### config.mk
export PLATFORM = sky130hd
export DESIGN_NAME = mvne_norm
export DESIGN_NICKNAME = d
export VERILOG_FILES = /design/src/rtl/core/mvne_pkg.sv /design/src/rtl/core/mvne_norm.sv
export SDC_FILE = /design/constraint.sdc
export NUM_CORES = 2
export LEC_CHECK = 0
export CORE_MARGIN = 2
export CORE_UTILIZATION = 30
export CTS_CLUSTER_DIAMETER = 50
export CTS_CLUSTER_SIZE = 20
export DETAILED_ROUTE_END_ITERATION = 10
export DONT_BUFFER_PORTS = 1
export PLACE_DENSITY = 0.55
export SKIP_LAST_GASP = 1
export SLEW_MARGIN = 20
export SYNTH_ARGS = -nofsm -noshare
export SYNTH_HDL_FRONTEND = slang
export SYNTH_SLANG_ARGS = --single-unit
### constraint.sdc
create_clock -name clk_i -period 11.88 [get_ports clk_i]
set_input_delay 0.594 -clock clk_i [delete_from_list [all_inputs] [get_ports clk_i]]
set_output_delay 0.594 -clock clk_i [all_outputs]
set_load 0.005 [all_outputs]
### src/rtl/core/mvne_pkg.sv
`timescale 1ns / 1ps

package mvne_pkg;

  localparam int VERTEX_COUNT_DEF = 1024;
  localparam int POS_BITS_DEF     = 16;
  localparam int ACC_BITS_DEF     = 44;

  localparam logic signed [15:0] ONE_Q14    = 16'sd16384;
  localparam logic [15:0]        THRESH_RST = 16'd7;

  typedef enum logic [1:0] {
    CMD_LOAD = 2'd0,
    CMD_TRI  = 2'd1,
    CMD_READ = 2'd2
  } cmd_e;

  localparam logic REG_FLAT   = 1'b0;
  localparam logic REG_THRESH = 1'b1;

  typedef struct packed {
    logic                used_default;
    logic signed [15:0]  normal_z;
    logic signed [15:0]  normal_y;
    logic signed [15:0]  normal_x;
  } res_t;

  localparam res_t RES_DEFAULT = '{
    used_default: 1'b1,
    normal_z:     ONE_Q14,
    normal_y:     16'sd0,
    normal_x:     16'sd0
  };

endpackage

### src/rtl/core/mvne_norm.sv
`timescale 1ns / 1ps

module mvne_norm import mvne_pkg::*; #(
  parameter int ACC_BITS = ACC_BITS_DEF
) (
  input  logic                    clk_i,
  input  logic                    rst_ni,
  input  logic                    start_i,
  input  logic                    flat_i,
  input  logic [15:0]             thresh_i,
  input  logic [3*ACC_BITS-1:0]   comp_i,
  output logic                    done_o,
  output res_t                    res_o
);

  typedef enum logic [3:0] {
    N_IDLE, N_CHK, N_SQ, N_ADD, N_CMP, N_SHIFT, N_SQRT, N_DIV, N_FIN
  } nstate_e;

  nstate_e              state_q;
  logic [2:0]           sign_q;
  logic [ACC_BITS-1:0]  mg_q [3];
  logic [1:0]           k_q;
  logic                 chk_q;
  logic [59:0]          prod_q;
  logic [61:0]          sum_q;
  logic [31:0]          tt_q;
  logic [63:0]          s_q;
  logic [63:0]          r_q;
  logic [63:0]          bit_q;
  logic [45:0]          d_q;
  logic [45:0]          rem_q [3];
  logic [14:0]          q_q [3];
  logic [3:0]           cnt_q;
  logic                 done_q;
  res_t                 res_q;

  logic signed [ACC_BITS-1:0] comp [3];
  logic [ACC_BITS-1:0]        mag_in [3];
  logic [29:0]                sq_op;
  logic [63:0]                rb;
  logic                       any_hi30, all_lt29, any_hi16, all_zero;

  function automatic logic signed [15:0] to_q14(input logic [14:0] q, input logic neg);
    logic [14:0] c;
    c = (q > 15'd16384) ? 15'd16384 : q;
    to_q14 = neg ? -signed'({1'b0, c}) : signed'({1'b0, c});
  endfunction

  always_comb begin
    for (int i = 0; i < 3; i++) begin
      comp[i]   = signed'(comp_i[i*ACC_BITS +: ACC_BITS]);
      mag_in[i] = comp[i][ACC_BITS-1] ? ACC_BITS'(-comp[i]) : ACC_BITS'(comp[i]);
    end
  end

  always_comb begin
    any_hi30 = 1'b0;
    all_lt29 = 1'b1;
    any_hi16 = 1'b0;
    all_zero = 1'b1;
    for (int i = 0; i < 3; i++) begin
      any_hi30 = any_hi30 | (|mg_q[i][ACC_BITS-1:30]);
      all_lt29 = all_lt29 & ~(|mg_q[i][ACC_BITS-1:29]);
      any_hi16 = any_hi16 | (|mg_q[i][ACC_BITS-1:16]);
      all_zero = all_zero & ~(|mg_q[i]);
    end
  end

  always_comb begin
    case (k_q)
      2'd0:    sq_op = mg_q[0][29:0];
      2'd1:    sq_op = mg_q[1][29:0];
      2'd2:    sq_op = mg_q[2][29:0];
      default: sq_op = 30'(thresh_i);
    endcase
  end

  assign rb = r_q + bit_q;

  always_ff @(posedge clk_i or negedge rst_ni) begin
    if (!rst_ni) begin
      state_q <= N_IDLE;
      done_q  <= 1'b0;
    end else begin
      done_q <= 1'b0;
      case (state_q)
        N_IDLE: begin
          if (start_i) begin
            for (int i = 0; i < 3; i++) begin
              sign_q[i] <= comp[i][ACC_BITS-1];
              mg_q[i]   <= mag_in[i];
            end
            state_q <= N_CHK;
          end
        end
        N_CHK: begin
          k_q   <= 2'd0;
          sum_q <= '0;
          if (all_zero) begin
            res_q   <= RES_DEFAULT;
            done_q  <= 1'b1;
            state_q <= N_IDLE;
          end else if (flat_i || any_hi16) begin
            state_q <= N_SHIFT;
          end else begin
            chk_q   <= 1'b1;
            state_q <= N_SQ;
          end
        end
        N_SQ: begin
          prod_q  <= sq_op * sq_op;
          state_q <= N_ADD;
        end
        N_ADD: begin
          if (chk_q && k_q == 2'd3) begin
            tt_q    <= prod_q[31:0];
            state_q <= N_CMP;
          end else if (!chk_q && k_q == 2'd2) begin
            s_q     <= 64'(sum_q + 62'(prod_q));
            r_q     <= '0;
            bit_q   <= 64'd1 << 62;
            state_q <= N_SQRT;
          end else begin
            sum_q   <= sum_q + 62'(prod_q);
            k_q     <= k_q + 2'd1;
            state_q <= N_SQ;
          end
        end
        N_CMP: begin
          if (sum_q <= 62'(tt_q)) begin
            res_q   <= RES_DEFAULT;
            done_q  <= 1'b1;
            state_q <= N_IDLE;
          end else begin
            state_q <= N_SHIFT;
          end
        end
        N_SHIFT: begin
          if (any_hi30) begin
            for (int i = 0; i < 3; i++) mg_q[i] <= mg_q[i] >> 1;
          end else if (all_lt29) begin
            for (int i = 0; i < 3; i++) mg_q[i] <= mg_q[i] << 1;
          end else begin
            chk_q   <= 1'b0;
            k_q     <= 2'd0;
            sum_q   <= '0;
            state_q <= N_SQ;
          end
        end
        N_SQRT: begin
          if (bit_q == 64'd0) begin
            d_q <= {r_q[31:0], 14'd0};
            for (int i = 0; i < 3; i++) begin
              rem_q[i] <= {2'd0, mg_q[i][29:0], 14'd0} + 46'(r_q[31:1]);
              q_q[i]   <= '0;
            end
            cnt_q   <= '0;
            state_q <= N_DIV;
          end else begin
            if (s_q >= rb) begin
              s_q <= s_q - rb;
              r_q <= (r_q >> 1) + bit_q;
            end else begin
              r_q <= r_q >> 1;
            end
            bit_q <= bit_q >> 2;
          end
        end
        N_DIV: begin
          for (int i = 0; i < 3; i++) begin
            if (rem_q[i] >= d_q) begin
              rem_q[i] <= rem_q[i] - d_q;
              q_q[i]   <= {q_q[i][13:0], 1'b1};
            end else begin
              q_q[i]   <= {q_q[i][13:0], 1'b0};
            end
          end
          d_q   <= d_q >> 1;
          cnt_q <= cnt_q + 4'd1;
          if (cnt_q == 4'd14) state_q <= N_FIN;
        end
        N_FIN: begin
          res_q.normal_x     <= to_q14(q_q[0], sign_q[0]);
          res_q.normal_y     <= to_q14(q_q[1], sign_q[1]);
          res_q.normal_z     <= to_q14(q_q[2], sign_q[2]);
          res_q.used_default <= 1'b0;
          done_q             <= 1'b1;
          state_q            <= N_IDLE;
        end
        default: state_q <= N_IDLE;
      endcase
    end
  end

  assign done_o = done_q;
  assign res_o  = res_q;

endmodule

==> run summary <==
status -> complete, no violations
cell with the most instances on the worst path -> fa_1
hold path depth -> 2
Synth area leader -> edfxtp_1
syn avg cell area -> 9.043 sq um
syn nets -> 10,526
Tightest Pin Transition -> 1.125 ns
Clock Tree Buf Depth -> 3
Final period util -> 90.10%
Setup CP Type -> reg -> reg
hold buffers post-CTS -> 4
RSZ-0062 raised after global routing -> no
synthesized cell area -> 81,340 sq um
H-Tree Level Count -> 3
core area -> 270,300 sq um
slowest library cell on the worst path -> nor3_1
dpl cells -> 12,269
remaining global-route overflow -> 0
global placement routability congestion -> 0.9906
CTS root buffer -> clkbuf_16
clk slew on worst S/H paths -> 0.07 ns
DRC marker count from the first detailed-route iteration -> 6,342
Max Cap Viol -> 0
Reg2Reg Depth -> 33
Max Fclk -> 93.43 MHz
# clock sinks -> 737
via/cell ratio -> 5.337
minimum clock period -> 10.70 ns
Final Slew Violations -> 0
CP Launch Type -> register
Final nets -> 10,336
final setup fails -> 0
Setup WS post-layout -> 1.177 ns
drt wl/cell -> 22.38 um
library cells used by synthesis -> 86
CTS tree -> yes
synthesized flop and latch total -> 737
Worst Path Required -> 12.37 ns
Fin. Hold Viols -> 0
Hold Path Class -> in -> reg
Crit Path Max Fanout -> 17
setup TNS -> 0 ns
Die Y -> 524.7 um
First-pass DRT Iterations -> 8
Ys Warns -> 0
DRC viols -> 0
die span in x -> 524.7 um
Skew-Pair Late Insertion Delay -> 0.76 ns
CP arrival -> 11.19 ns
Crit. End Element -> register
fill count -> 27,815
Post-DP HPWL -> 223.9 mm
max incr delay on CP -> 0.80 ns
vias -> 66,555
# port buffers -> 0
Synth Instances -> 8,995
area of the die -> 275,300 sq um
Area Growth Syn to Fin -> 9.143%
relative slew slack -> 24.98%
commonest non-fill, non-tap cell in the layout -> inv_1
register area share after synthesis -> 27.17%
largest net degree at the start of global routing -> 159
vias in the first global route -> 65,601
total CTS buffers -> 100
first-pass GRT wire length -> 420.6 mm
PostCTS Resize Cnt -> 0
share of flip-flops with an asynchronous set or reset -> 0.6784%
Post-DRT Antenna Nets -> 0
area of the multi-input gates -> 53,710 sq um
Starting Density -> 30.09%
Sequential Area -> 22,100 sq um
DRT Wirelength -> 279.2 mm
Layout Cells excl Fill -> 12,471
fin area -> 88,780 sq um
Area contributors post-synth -> edfxtp_1 27%, fa_1 17%, ha_1 10%
most frequent cells in the layout -> 1,098 x inv_1, 864 x nand2_1, 804 x nor2_1
initial antenna violation count -> 14
gr usage total -> 19.85%
number of synthesized flops with an enable pin -> 731
Rows -> 191
Setup Buffers After CTS -> 0
post-synth top area share -> 26.99%
Ports -> 202
commonest register cell after synthesis -> edfxtp_1
DP Worst Slack -> 0.9782 ns
DP Area -> 85,170 sq um
clock skew -> 0.03914 ns
share of layout cells above drive strength 1 -> 4.466%
[registers in the layout, summed over array words and instances, names as in the netlist]
signal / cells
rem_q: 138
mg_q: 132
r_q: 64
s_q: 64
sum_q: 62
prod_q: 59
res_o: 49
d_q: 46
q_q: 45
bit_q: 32
tt_q: 31
cnt_q: 4
state_q: 4
sign_q: 3
k_q: 2
chk_q: 1
done_o: 1
[cell type report]
| cell class | instances | area share (%) |
|---|---|---|
| multi-input combinational | 6757 | 60.50 |
| timing repair buffer | 101 | 0.8795 |
| inverter | 1108 | 4.685 |
| clock inverter | 82 | 1.144 |
| antenna | 12 | 0.03383 |
| clock buffer | 104 | 2.836 |
| sequential | 737 | 24.89 |
| tap | 3570 | 5.032 |
[through the flow]
stage | util (%) | hold slack [ns]
finish | 32.85 | 0.1164
global route | 32.84 | 0.09811
CTS | 32.83 | 0.04218
detailed placement | 31.51 | 0.3008
global placement | 31.51 | 0.3006
floorplan | - | 0.2984
[critical path: cells and delay by family (launching register included)]
family | cells | cell delay, ns
adder cells (fa/ha/maj) | 10 | 5.36
AO/OA/AOI/OAI | 9 | 1.79
flip-flops | 1 | 0.47
XOR/XNOR | 1 | 0.16
buffers and inverters | 8 | 1.40
AND/OR/NAND/NOR | 5 | 1.28
[cell families after synthesis]
| logic type | synth area share (%) |
|---|---|
| fa+ha+maj | 27.74 |
| compound gates | 15.85 |
| buf+inv | 6.958 |
| simple gates | 14.76 |
| flops | 27.17 |
| xor+xnor | 6.848 |
| mux | 0.6799 |
[final timing paths]
check / slack [ns] / to / from
max reg2reg: 1.18 / prod_q[56]$_DFFE_PP_ / k_q[0]$_SDFFCE_PN0P_
min: 0.12 / mg_q[0][88]$_SDFFCE_PP0P_ / comp_i[88]
min in group asynchronous: 0.30 / done_o$_DFF_PN0_ / rst_ni
max in group asynchronous: 11.14 / state_q[2]$_DFFE_PN0P_ / rst_ni
min reg2reg: 0.48 / tt_q[5]$_DFFE_PP_ / prod_q[5]$_DFFE_PP_
max: 1.18 / prod_q[56]$_DFFE_PP_ / k_q[0]$_SDFFCE_PN0P_
[routing by layer]
| metal | GRT usage (%) | vias up | share of wire (%) | wire (um) |
|---|---|---|---|---|
| met4 | 6.313 | 14 | 3.4 | 9387 |
| met1 | 28.03 | 32886 | 45 | 126000 |
| met3 | 4.051 | 479 | 8.2 | 22950 |
| met2 | 30.20 | 2586 | 43 | 120700 |
| met5 | 0 | - | 0.029 | 81 |
| li1 | - | 30590 | - | - |
[Yosys cell counts (all sizes together) (63+ instances only)]
cell type,n
inv,1099
nand2,868
nor2,809
edfxtp,731
fa,707
ha,672
a21oi,609
o21ai,584
clkbuf,350
xor2,334
xnor2,302
a21o,281
nand3,129
and3,122
nand4,108
nor3,98
a31oi,87
nand2b,86
or3,76
nor4,74
nor2b,65
o31ai,64
o21a,63
Power is left out: the tool's default activity adds up to more than one toggle a clock period on the data nets, which glitch-free logic cannot reach.
